## config.mk

```make
export PLATFORM = sky130hd
export DESIGN_NAME = keyed_record_table
export DESIGN_NICKNAME = d
export VERILOG_FILES = /design/src/rtl/core/krt_pkg.sv /design/src/rtl/core/keyed_record_table.sv /design/src/rtl/core/krt_ram.sv /design/src/rtl/core/krt_ctrl.sv
export VERILOG_INCLUDE_DIRS = /design/src /design/src/rtl/core
export SDC_FILE = /design/constraint.sdc
export NUM_CORES = 2
export LEC_CHECK = 0
export BUFFER_PORTS_ARGS = -buffer_cell sky130_fd_sc_hd__buf_4
export CORE_UTILIZATION = 60
export DETAILED_ROUTE_END_ITERATION = 10
export PLACE_DENSITY_LB_ADDON = 0.2
export SETUP_SLACK_MARGIN = 0.05
export SLEW_MARGIN = 0
export SYNTH_ARGS = -nofsm -noshare
export SYNTH_HDL_FRONTEND = slang
export SYNTH_SLANG_ARGS = --single-unit
export TNS_END_PERCENT = 1
```

## constraint.sdc

```tcl
create_clock -name clock -period 9.8 [get_ports clock]
set_input_delay 1.96 -clock clock [delete_from_list [all_inputs] [get_ports clock]]
set_output_delay 1.96 -clock clock [all_outputs]
set_load 0.01 [all_outputs]
```

## src/rtl/core/assert_macros.svh

```systemverilog
// assertion macros for the keyed record table rtl
`ifndef ASSERT_MACROS_SVH
`define ASSERT_MACROS_SVH

`ifndef SYNTH

// property checked while reset is low
`define KRT_ASSERT(name, clk, rst, prop) \
   name: assert property (@(posedge clk) disable iff (rst) prop) \
      else $error("assertion failed");

// property checked also during reset
`define KRT_ASSERT_RST(name, clk, prop) \
   name: assert property (@(posedge clk) prop) \
      else $error("assertion failed");

`else

`define KRT_ASSERT(name, clk, rst, prop)
`define KRT_ASSERT_RST(name, clk, prop)

`endif

`endif

```

## src/rtl/core/krt_pkg.sv

```systemverilog
// types, sizes and codes of the keyed record table
package krt_pkg;

   localparam int TABLE_ENTRIES = 16;
   localparam int KEY_BITS      = 16;
   localparam int TEXT_BYTES    = 8;

   localparam int KEY_PORT_BITS  = 16;
   localparam int TEXT_PORT_BITS = 64;
   localparam int KEY_W          = (KEY_BITS < KEY_PORT_BITS) ? KEY_BITS : KEY_PORT_BITS;
   localparam int TEXT_BITS      = TEXT_BYTES * 8;
   localparam int REC_BITS       = 2 * TEXT_BITS;
   localparam int IDX_BITS       = $clog2(TABLE_ENTRIES);
   localparam int CNT_BITS       = $clog2(TABLE_ENTRIES + 1);

   localparam logic [1:0] REQ_INSERT = 2'd0;
   localparam logic [1:0] REQ_LOOKUP = 2'd1;
   localparam logic [1:0] REQ_DELETE = 2'd2;

   localparam logic [1:0] STAT_DONE    = 2'd0;
   localparam logic [1:0] STAT_PRESENT = 2'd1;
   localparam logic [1:0] STAT_FULL    = 2'd2;
   localparam logic [1:0] STAT_ABSENT  = 2'd3;

   typedef enum logic [3:0] {
      ST_IDLE   = 4'b0001,
      ST_SCAN   = 4'b0010,
      ST_ACCESS = 4'b0100,
      ST_RESP   = 4'b1000
   } state_type;

   typedef struct packed {
      logic       load;
      logic       text_sel;
      logic [1:0] status;
   } resp_type;

endpackage

```

## src/rtl/core/keyed_record_table.sv

```systemverilog
// keyed record table: one result item per request item
// no new item is taken before the result of the last one is loaded into the output register
// the key scan does one key-memory read per entry
// while an item is in the scan no new item is taken; a finished result may wait on rsp_tready
// synchronous active-high reset clears all valid bits and the result valid flag, no clearing pass
`include "assert_macros.svh"

module keyed_record_table (
   input  logic         clock,
   input  logic         reset,
   input  logic         req_tvalid,
   output logic         req_tready,
   input  logic [143:0] req_tdata,  // req_key, name_in, class_in
   input  logic [1:0]   req_tuser,  // req_type
   output logic         rsp_tvalid,
   input  logic         rsp_tready,
   output logic [127:0] rsp_tdata,  // name_out, class_out
   output logic [1:0]   rsp_tuser   // status
);

   logic                          key_we, key_re, rec_we, rec_re;
   logic [krt_pkg::IDX_BITS-1:0]  key_addr, rec_addr;
   logic [krt_pkg::KEY_W-1:0]     key_wdata, key_rdata;
   logic [krt_pkg::REC_BITS-1:0]  rec_wdata, rec_rdata;
   krt_pkg::resp_type             resp;
   logic                          rsp_free;

   logic                               rsp_valid_ff;
   logic [1:0]                         rsp_status_ff;
   logic [krt_pkg::TEXT_PORT_BITS-1:0] rsp_name_ff, rsp_name_in;
   logic [krt_pkg::TEXT_PORT_BITS-1:0] rsp_class_ff, rsp_class_in;

   krt_ram #(.WIDTH(krt_pkg::KEY_W), .DEPTH(krt_pkg::TABLE_ENTRIES)) u_key_ram (
      .clock (clock),
      .we    (key_we),
      .re    (key_re),
      .addr  (key_addr),
      .wdata (key_wdata),
      .rdata (key_rdata)
   );

   krt_ram #(.WIDTH(krt_pkg::REC_BITS), .DEPTH(krt_pkg::TABLE_ENTRIES)) u_rec_ram (
      .clock (clock),
      .we    (rec_we),
      .re    (rec_re),
      .addr  (rec_addr),
      .wdata (rec_wdata),
      .rdata (rec_rdata)
   );

   krt_ctrl u_ctrl (
      .clock     (clock),
      .reset     (reset),
      .req_valid (req_tvalid),
      .req_ready (req_tready),
      .req_kind  (req_tuser),
      .req_key   (req_tdata[15:0]),
      .name_in   (req_tdata[79:16]),
      .class_in  (req_tdata[143:80]),
      .rsp_free  (rsp_free),
      .key_we    (key_we),
      .key_re    (key_re),
      .key_addr  (key_addr),
      .key_wdata (key_wdata),
      .key_rdata (key_rdata),
      .rec_we    (rec_we),
      .rec_re    (rec_re),
      .rec_addr  (rec_addr),
      .rec_wdata (rec_wdata),
      .resp      (resp)
   );

   assign rsp_free = !rsp_valid_ff || rsp_tready;

   always_comb begin
      rsp_name_in  = '0;
      rsp_class_in = '0;
      if (resp.text_sel) begin
         rsp_name_in  = krt_pkg::TEXT_PORT_BITS'(rec_rdata[krt_pkg::TEXT_BITS-1:0]);
         rsp_class_in = krt_pkg::TEXT_PORT_BITS'(rec_rdata[krt_pkg::REC_BITS-1:krt_pkg::TEXT_BITS]);
      end
   end

   always_ff @(posedge clock) begin
      if (reset) begin
         rsp_valid_ff <= 1'b0;
      end else if (resp.load) begin
         rsp_valid_ff <= 1'b1;
      end else if (rsp_tready) begin
         rsp_valid_ff <= 1'b0;
      end
   end

   always_ff @(posedge clock) begin
      if (resp.load) begin
         rsp_status_ff <= resp.status;
         rsp_name_ff   <= rsp_name_in;
         rsp_class_ff  <= rsp_class_in;
      end
   end

   assign rsp_tvalid = rsp_valid_ff;
   assign rsp_tuser  = rsp_status_ff;
   assign rsp_tdata  = {rsp_class_ff, rsp_name_ff};

   `KRT_ASSERT(a_no_overwrite, clock, reset, resp.load |-> (!rsp_valid_ff || rsp_tready))
   `KRT_ASSERT(a_key_rec_write, clock, reset, key_we == rec_we)
   `KRT_ASSERT(a_accept_not_load, clock, reset, (req_tvalid && req_tready) |-> !resp.load)
   `KRT_ASSERT_RST(a_reset_empty, clock, reset |=> !rsp_tvalid)

endmodule

```

## src/rtl/core/krt_ram.sv

```systemverilog
// single-port synchronous ram with registered read data
module krt_ram #(
   parameter int WIDTH = 16,
   parameter int DEPTH = 16
) (
   input  logic                     clock,
   input  logic                     we,
   input  logic                     re,
   input  logic [$clog2(DEPTH)-1:0] addr,
   input  logic [WIDTH-1:0]         wdata,
   output logic [WIDTH-1:0]         rdata
);

   logic [WIDTH-1:0] mem [DEPTH];
   logic [WIDTH-1:0] rdata_ff;

   always_ff @(posedge clock) begin
      if (we) begin
         mem[addr] <= wdata;
      end
      if (re) begin
         rdata_ff <= mem[addr];
      end
   end

   assign rdata = rdata_ff;

endmodule

```

## src/rtl/core/krt_ctrl.sv

```systemverilog
// request sequencer: key scan, valid bits and record access
module krt_ctrl (
   input  logic                           clock,
   input  logic                           reset,
   input  logic                           req_valid,
   output logic                           req_ready,
   input  logic [1:0]                     req_kind,
   input  logic [krt_pkg::KEY_PORT_BITS-1:0]  req_key,
   input  logic [krt_pkg::TEXT_PORT_BITS-1:0] name_in,
   input  logic [krt_pkg::TEXT_PORT_BITS-1:0] class_in,
   input  logic                           rsp_free,
   output logic                           key_we,
   output logic                           key_re,
   output logic [krt_pkg::IDX_BITS-1:0]   key_addr,
   output logic [krt_pkg::KEY_W-1:0]      key_wdata,
   input  logic [krt_pkg::KEY_W-1:0]      key_rdata,
   output logic                           rec_we,
   output logic                           rec_re,
   output logic [krt_pkg::IDX_BITS-1:0]   rec_addr,
   output logic [krt_pkg::REC_BITS-1:0]   rec_wdata,
   output krt_pkg::resp_type              resp
);

   localparam logic [krt_pkg::IDX_BITS-1:0] LAST_IDX =
      krt_pkg::IDX_BITS'(krt_pkg::TABLE_ENTRIES - 1);
   localparam logic [krt_pkg::CNT_BITS-1:0] ENTRY_CNT =
      krt_pkg::CNT_BITS'(krt_pkg::TABLE_ENTRIES);

   krt_pkg::state_type state_ff, state_in;
   logic [krt_pkg::TABLE_ENTRIES-1:0] valid_ff, valid_in;
   logic cmp_vld_ff, cmp_vld_in;

   logic [1:0]                    type_ff, type_in;
   logic [krt_pkg::KEY_W-1:0]     key_ff, key_in;
   logic [krt_pkg::TEXT_BITS-1:0] name_ff, name_in_d;
   logic [krt_pkg::TEXT_BITS-1:0] class_ff, class_in_d;
   logic [krt_pkg::CNT_BITS-1:0]  iss_ff, iss_in;
   logic [krt_pkg::IDX_BITS-1:0]  cmp_idx_ff, cmp_idx_in;
   logic                          hit_ff, hit_in;
   logic [krt_pkg::IDX_BITS-1:0]  hit_idx_ff, hit_idx_in;
   logic                          free_ff, free_in;
   logic [krt_pkg::IDX_BITS-1:0]  free_idx_ff, free_idx_in;
   logic [1:0]                    status_ff, status_in;
   logic                          sel_ff, sel_in;
   logic                          entry_ok;
   logic                          key_eq;

   always_ff @(posedge clock) begin
      if (reset) begin
         state_ff   <= krt_pkg::ST_IDLE;
         valid_ff   <= '0;
         cmp_vld_ff <= 1'b0;
      end else begin
         state_ff   <= state_in;
         valid_ff   <= valid_in;
         cmp_vld_ff <= cmp_vld_in;
      end
   end

   always_ff @(posedge clock) begin
      type_ff     <= type_in;
      key_ff      <= key_in;
      name_ff     <= name_in_d;
      class_ff    <= class_in_d;
      iss_ff      <= iss_in;
      cmp_idx_ff  <= cmp_idx_in;
      hit_ff      <= hit_in;
      hit_idx_ff  <= hit_idx_in;
      free_ff     <= free_in;
      free_idx_ff <= free_idx_in;
      status_ff   <= status_in;
      sel_ff      <= sel_in;
   end

   assign entry_ok  = valid_ff[cmp_idx_ff];
   assign key_eq    = (key_rdata == key_ff);
   assign key_wdata = key_ff;
   assign rec_wdata = {class_ff, name_ff};

   always_comb begin
      state_in    = state_ff;
      valid_in    = valid_ff;
      cmp_vld_in  = 1'b0;
      type_in     = type_ff;
      key_in      = key_ff;
      name_in_d   = name_ff;
      class_in_d  = class_ff;
      iss_in      = iss_ff;
      cmp_idx_in  = cmp_idx_ff;
      hit_in      = hit_ff;
      hit_idx_in  = hit_idx_ff;
      free_in     = free_ff;
      free_idx_in = free_idx_ff;
      status_in   = status_ff;
      sel_in      = sel_ff;
      req_ready   = 1'b0;
      key_we      = 1'b0;
      key_re      = 1'b0;
      key_addr    = iss_ff[krt_pkg::IDX_BITS-1:0];
      rec_we      = 1'b0;
      rec_re      = 1'b0;
      rec_addr    = free_idx_ff;
      resp.load     = 1'b0;
      resp.text_sel = sel_ff;
      resp.status   = status_ff;

      unique case (state_ff)
         krt_pkg::ST_IDLE: begin
            req_ready = 1'b1;
            if (req_valid) begin
               type_in    = req_kind;
               key_in     = req_key[krt_pkg::KEY_W-1:0];
               name_in_d  = name_in[krt_pkg::TEXT_BITS-1:0];
               class_in_d = class_in[krt_pkg::TEXT_BITS-1:0];
               iss_in     = '0;
               hit_in     = 1'b0;
               free_in    = 1'b0;
               state_in   = krt_pkg::ST_SCAN;
            end
         end
         krt_pkg::ST_SCAN: begin
            if (iss_ff < ENTRY_CNT) begin
               key_re     = 1'b1;
               iss_in     = iss_ff + krt_pkg::CNT_BITS'(1);
               cmp_vld_in = 1'b1;
               cmp_idx_in = iss_ff[krt_pkg::IDX_BITS-1:0];
            end
            if (cmp_vld_ff) begin
               if (entry_ok && key_eq && !hit_ff) begin
                  hit_in     = 1'b1;
                  hit_idx_in = cmp_idx_ff;
               end
               if (!entry_ok && !free_ff) begin
                  free_in     = 1'b1;
                  free_idx_in = cmp_idx_ff;
               end
               if (cmp_idx_ff == LAST_IDX) begin
                  state_in = krt_pkg::ST_ACCESS;
               end
            end
         end
         krt_pkg::ST_ACCESS: begin
            status_in = krt_pkg::STAT_DONE;
            sel_in    = 1'b0;
            case (type_ff)
               krt_pkg::REQ_INSERT: begin
                  if (hit_ff) begin
                     status_in = krt_pkg::STAT_PRESENT;
                  end else if (!free_ff) begin
                     status_in = krt_pkg::STAT_FULL;
                  end else begin
                     key_we   = 1'b1;
                     key_addr = free_idx_ff;
                     rec_we   = 1'b1;
                     rec_addr = free_idx_ff;
                     valid_in[free_idx_ff] = 1'b1;
                  end
               end
               krt_pkg::REQ_LOOKUP: begin
                  if (hit_ff) begin
                     rec_re   = 1'b1;
                     rec_addr = hit_idx_ff;
                     sel_in   = 1'b1;
                  end else begin
                     status_in = krt_pkg::STAT_ABSENT;
                  end
               end
               krt_pkg::REQ_DELETE: begin
                  if (hit_ff) begin
                     valid_in[hit_idx_ff] = 1'b0;
                  end else begin
                     status_in = krt_pkg::STAT_ABSENT;
                  end
               end
               default: begin
                  status_in = krt_pkg::STAT_DONE;
               end
            endcase
            state_in = krt_pkg::ST_RESP;
         end
         krt_pkg::ST_RESP: begin
            if (rsp_free) begin
               resp.load = 1'b1;
               state_in  = krt_pkg::ST_IDLE;
            end
         end
         default: begin
            state_in = krt_pkg::ST_IDLE;
         end
      endcase
   end

endmodule

```

Yosys cells after proc, flatten, opt, wreduce, memory -nomap -nowiden
Memory sizes are Yosys's and may differ from the RTL's. A register that Yosys moved wholly into a read port is not among the register bits. Cells that the tools add are included.

Register bits after elaboration: 320. Memory bits (writable): 2304. Input port bits: 150. Output and inout port bits: 132. Memories: 2.

Memories: u_rec_ram.mem (depth 16, bits a word 128, rd ports 1, clocked after Yosys merged registers in 1, wr ports 1, RTL line krt_ram.sv:14) `logic [WIDTH-1:0] mem [DEPTH];`; u_key_ram.mem (depth 16, bits a word 16, rd ports 1, clocked after Yosys merged registers in 1, wr ports 1, RTL line krt_ram.sv:14).

$add $sub $neg: 1. Magnitude comparators: 6. Equal/unequal tests: 18. Muxes and demuxes: 52. Bitwise logic cells: 3. Reduce and logical (&&, ||, !) cells: 24.

Operator list (count): $mux W16 (3); $mux W4 (11); $pmux W16 S2 (1); $mux W1 (24); $and A16 B16 Y16 (1); $eq A16 B16 Y1 (1); $not A16 Y16 (1); $or A16 B16 Y16 (1); $pmux W4 S4 (1); $lt A4 B5 Y1 const B (3); $ne A2 B1 Y1 const B (7); $reduce_and A4 Y1 (3); $mux W5 (2); $pmux W5 S2 (1); $reduce_and A3 Y1 (3); $demux W1 S4 (2); $eq A4 B4 Y1 const B (2); $ge A4 B1 Y1 const B (2); $mux W2 (3); $ne A2 B2 Y1 const B (3); $reduce_bool A2 Y1 (3); $add A5 B1 Y5 const B (1); $logic_and A1 B1 Y1 (5); $lt A5 B5 Y1 const B (1); other kinds (14) (19).

Logic depth before layout (Yosys ltp)
Word-level depth: 8. Mapped depth: 11. Depth with buffers taken out: 8.

Cells and area by module
A second synthesis with hierarchy kept.

Cell total of the unflattened synthesis: 4344. Area, all modules: 102274.3 µm².

By module, submodules not included: krt_ram at u_rec_ram (instances 1, cells an instance 3271, area each 80405.9 µm²); krt_ram at u_key_ram (instances 1, cells an instance 434, area each 10251.1 µm²); krt_ctrl (instances 1, cells an instance 363, area each 6723.9 µm²); keyed_record_table (instances 1, cells an instance 276, area each 4893.4 µm²).

Worst setup path before layout
No wires, ideal clock.

Kind: input to register. Start point: in req_tvalid. End point: reg u_ctrl.class_ff[0] in the netlist's numbering, enable pin. Arrival time: 8.390 ns. Data required time: 9.147 ns. Setup slack: 0.757 ns. Stages: 3. Path buffers: 0. Cell sequence: nor2b_1 or2_2 nor2_1.

Cells in the longest elaborated chain, start to end: 1.

RTL lines: start: declaration (RTL line keyed_record_table.sv:11) `input logic req_tvalid,`; $reduce_and A2 Y1 (no source line); end signal: assignment (RTL line krt_ctrl.sv:64) `class_ff <= class_in_d;`; end: declaration (RTL line krt_ctrl.sv:36) `logic [krt_pkg::TEXT_BITS-1:0] class_ff, class_in_d;`.

Every way passes these cells. A chain may end at the register's enable or synchronous reset.

Worst setup path after layout
Start point: reg u_ctrl.state_ff[3]. End point: reg u_rec_ram.rdata_ff[106] (netlist: u_rec_ram.rdata[106]), read port of u_rec_ram.mem, data pin.

Cells in the longest elaborated chain, start to end: 2. Elaborated cells on any way between the ends: 3. Those cells by class: eq/ne (1); mux (2).

RTL lines: start: declaration (RTL line krt_ctrl.sv:29) `krt_pkg::state_type state_ff, state_in;`; start signal: assignment (RTL line krt_ctrl.sv:50) `state_ff <= krt_pkg::ST_IDLE;`; start signal: assignment (RTL line krt_ctrl.sv:54) `state_ff <= state_in;`; $eq A4 B3 Y1 * (RTL line krt_ctrl.sv:107) `unique case (state_ff)`; $mux W4 or $mux W1 (tied branches) (RTL line krt_ctrl.sv:107); end: declaration (RTL line krt_ram.sv:15) `logic [WIDTH-1:0] rdata_ff;`.

Mark *: on every way between the ends. The rest lies on a longest branch, timed or not.

==> impl_metrics.csv <==
group,metric,value,unit
outcome,run_status,"complete, no violations",
sta,min_period,5.39,ns
synthesis,ys_types,58,
cts,insertion_delay,0.93,ns
setup_path,critPathTopFamily,"buffers and inverters",
sta,fin_setup_tns,0,ns
synthesis,yosys_warnings,0,
cts,cts_buffers,288,
cells_and_area,seqCellArea,82900,sq um
cts,cts_hold_buf,0,
global_routing,grt_overflow_total,0,
synthesis,synthCells,5407,
place,place.gp.congestion,0.783,
routing,drt-wirelength-per-cell,30.3,microns
synthesis,synth_fp_nets,5562,
pwr,p_int,19.7,mW
setup_path,start_kind,"flop",
cts,cts_resized,0,
pwr,seq_power_share,56.8,%
setup_path,cp_slowest_stage_delay,0.89,ns
sta,clock.fmax,0.186,GHz
global_routing,grt_max_degree,146,
global_routing,track_usage,28.4,%
cts,cts_tree,"built",
floorplan,core_area,174000,sq um
sta,fin_crit_sh,54.9,%
cts,cts.sinks,2768,
setup_path,cpMaxStageDelayCell,"buf_4",
routing,drt-total-wl,252000,microns
setup_path,path_class,"flop to flop",
cells_and_area,multi_input_area,20700,sq um
cells_and_area,area_growth,12.7,%
routing,vias,53409,
place,io_buffers,281,
pwr,clockPowerShare,40.9,%
synthesis,synth-edff-count,2746,
cts,clkTransAtPathRegs,0.06,ns
sta,fin_skew,0.0489,ns
floorplan,ios,282,
cells_and_area,layout_commonest_cell,"edfxtp_1",
cts,ctsLongestPathBuffers,4,
setup_path,worst-path-buf-inv,4,
global_routing,grt_antenna_before_repair,12,
cts,htreeDepth,5,
floorplan,dieArea,177000,sq um
place,place_inst,7815,
pwr,p_sw_share,20.4,%
synthesis,syn_area_per_cell,19.4,sq um
routing,drt_iter0_drc,5886,
sta,final-setup-viol-count,0,
pwr,peakVddDrop,0.202,mV
pwr,power_density,210,nW/um^2
synthesis,synthFlopType,"edfxtp_1",
cells_and_area,fillCellCount,11095,
setup_path,critPathMaxFanout,49,
pwr,leakage,40.6,nW
pwr,p_switching,5.07,mW
pwr,p_comb_share,2.2,%
min_path,hold_start,"u_ctrl.valid_ff[14]",
cells_and_area,stdcell_count,8297,
setup_path,cp.required,10.46,ns
global_routing,first_global_vias,53219,
synthesis,async_reset_ff_share,0,%
floorplan,initial_core_util,60.4,%
routing,drc,0,
routing,via_per_inst,6.44,
synthesis,ys_seq_area_share,79.0,%
sta,hold_viol,0,
place,dp_hpwl,119000,microns
setup_path,cp_cell_sequence,"or4b_4 > inv_2 > nand3_4 > o21ai_4 > buf_4 > buf_4 > buf_4 > mux2i_1 > o22ai_1 > or4_1",
cts,ctsRootBufferMaster,"clkbuf_16",
global_routing,grt_first_pass_wirelength,359000,microns
floorplan,fp.dieH,420,microns
floorplan,die_w,420,microns
setup_path,crit_start,"u_ctrl.state_ff[3]",
setup_path,setup.worst_path.end_class,"flop",
job,maxCapViolations,0,
place,pre_cts_ws,4.46,ns
setup_path,r2r_start,"u_ctrl.state_ff[3]",
place,post_dp_cell_area,110000,sq um
setup_path,worst_path_most_repeated_cell,"buf_4",
sta,fin_ws,4.41,ns
min_path,min_path_type,"flop to flop",
synthesis,netlist_area,105000,sq um
cells_and_area,fin_area,118000,sq um
sta,slew_headroom,20.4,%
cells_and_area,layout_common_cells,"2,746 x edfxtp_1, 1,026 x mux2i_1, 513 x o22ai_1",
sta,rsz0062_at_grt,"no",
sta,final-max-slew-violation-count,0,
routing,ant_nets,0,
cells_and_area,drive_above_1_share,15.6,%
sta,worst_pin_slew,1.19,ns
setup_path,cp.arrival,6.04,ns
cts,cts_setup_buffers,0,
cells_and_area,final_nets,5935,
floorplan,num_rows,153,
synthesis,synth-seq-cells,2768,
routing,first_pass_iters,6,
final timing paths:
check                         end  slack, ns  depth (start not counted)
max          u_rec_ram.rdata[106]       4.41                         10
min           u_ctrl.valid_ff[14]       0.48                          2
max reg2reg  u_rec_ram.rdata[106]       4.41                         10
min reg2reg   u_ctrl.valid_ff[14]       0.48                          2
final cells by class:
class / instances / area share [%]
Antenna cell: 2 / 0.00423
Clock buffer: 356 / 6.47
Multi-Input combinational cell: 2327 / 17.5
Sequential cell: 2768 / 70.1
Tap cell: 2325 / 2.46
Timing Repair Buffer: 384 / 2.62
Clock inverter: 124 / 0.816
Inverter: 11 / 0.0412
power groups by stage:
stage / clock, mW / sequential [mW] / combinational, mW
finish: 10.2 / 14.1 / 0.553
global route: 10.7 / 14.1 / 0.588
floorplan: 0 / 14.2 / 0.338
detailed placement: 0 / 14.3 / 0.558
CTS: 10.3 / 14.1 / 0.562
global placement: 0 / 14.3 / 0.554
sequential cells by signal, indices dropped and copies added (netlist names), 2 cells and up:
| signal | cells |
|---|---|
| u_rec_ram.mem | 2048 |
| u_key_ram.mem | 256 |
| u_rec_ram.rdata | 128 |
| rsp_class_ff | 64 |
| rsp_name_ff | 64 |
| u_ctrl.class_ff | 64 |
| u_ctrl.name_ff | 64 |
| u_ctrl.key_wdata | 16 |
| u_ctrl.valid_ff | 16 |
| u_key_ram.rdata | 16 |
| u_ctrl.iss_ff | 5 |
| u_ctrl.cmp_idx_ff | 4 |
| u_ctrl.free_idx_ff | 4 |
| u_ctrl.hit_idx_ff | 4 |
| u_ctrl.state_ff | 4 |
| rsp_tuser | 2 |
| u_ctrl.status_ff | 2 |
| u_ctrl.type_ff | 2 |
routing by layer:
metal	routed length [microns]	GRT usage, %	up-vias	share of wire, %
met5	40	0	-	0.016
met4	7040	9.00	8	2.8
met3	22100	5.25	413	8.8
met2	125000	47.0	2661	50
met1	97600	38.6	27557	39
li1	-	-	22770	-
stage by stage:
| step | util, % | total power [mW] | hold slack, ns |
|---|---|---|---|
| after floorplan | - | 14.5 | 0.400 |
| after global placement | 63.1 | 14.9 | 0.455 |
| after detailed placement | 63.1 | 14.9 | 0.467 |
| after CTS | 68.1 | 24.9 | 0.477 |
| after global routing | 68.1 | 25.5 | 0.490 |
| final | 68.1 | 24.8 | 0.480 |
cell families after synthesis:
kind of cell	count (synthesis)	synth area share, %
buf+inv	312	1.54
compound gates	636	3.81
fa+ha+maj	5	0.0596
simple gates	507	2.82
xor+xnor	19	0.159
flops	2768	79.0
mux	1160	12.6
worst min-delay path: cells and delay by family (launching register included):
kind,cells,cell delay [ns]
DFF,1,0.31
AOI/OAI and AO/OA,2,0.12
synthesized netlist by cell type (all sizes together), types with 18 or more instances:
cell | n | share of area, %
a21oi | 71 | 0.34
and2 | 131 | 0.78
buf | 247 | 1.3
clkbuf | 54 | 0.19
dfxtp | 22 | 0.42
edfxtp | 2746 | 79
mux2i | 1026 | 9.8
mux4 | 133 | 2.9
nand2 | 106 | 0.38
nor2 | 58 | 0.21
nor3 | 19 | 0.091
o22ai | 513 | 3.1
or4 | 143 | 1.0
xor2 | 18 | 0.15
Power figures use the tool's default switching activity.
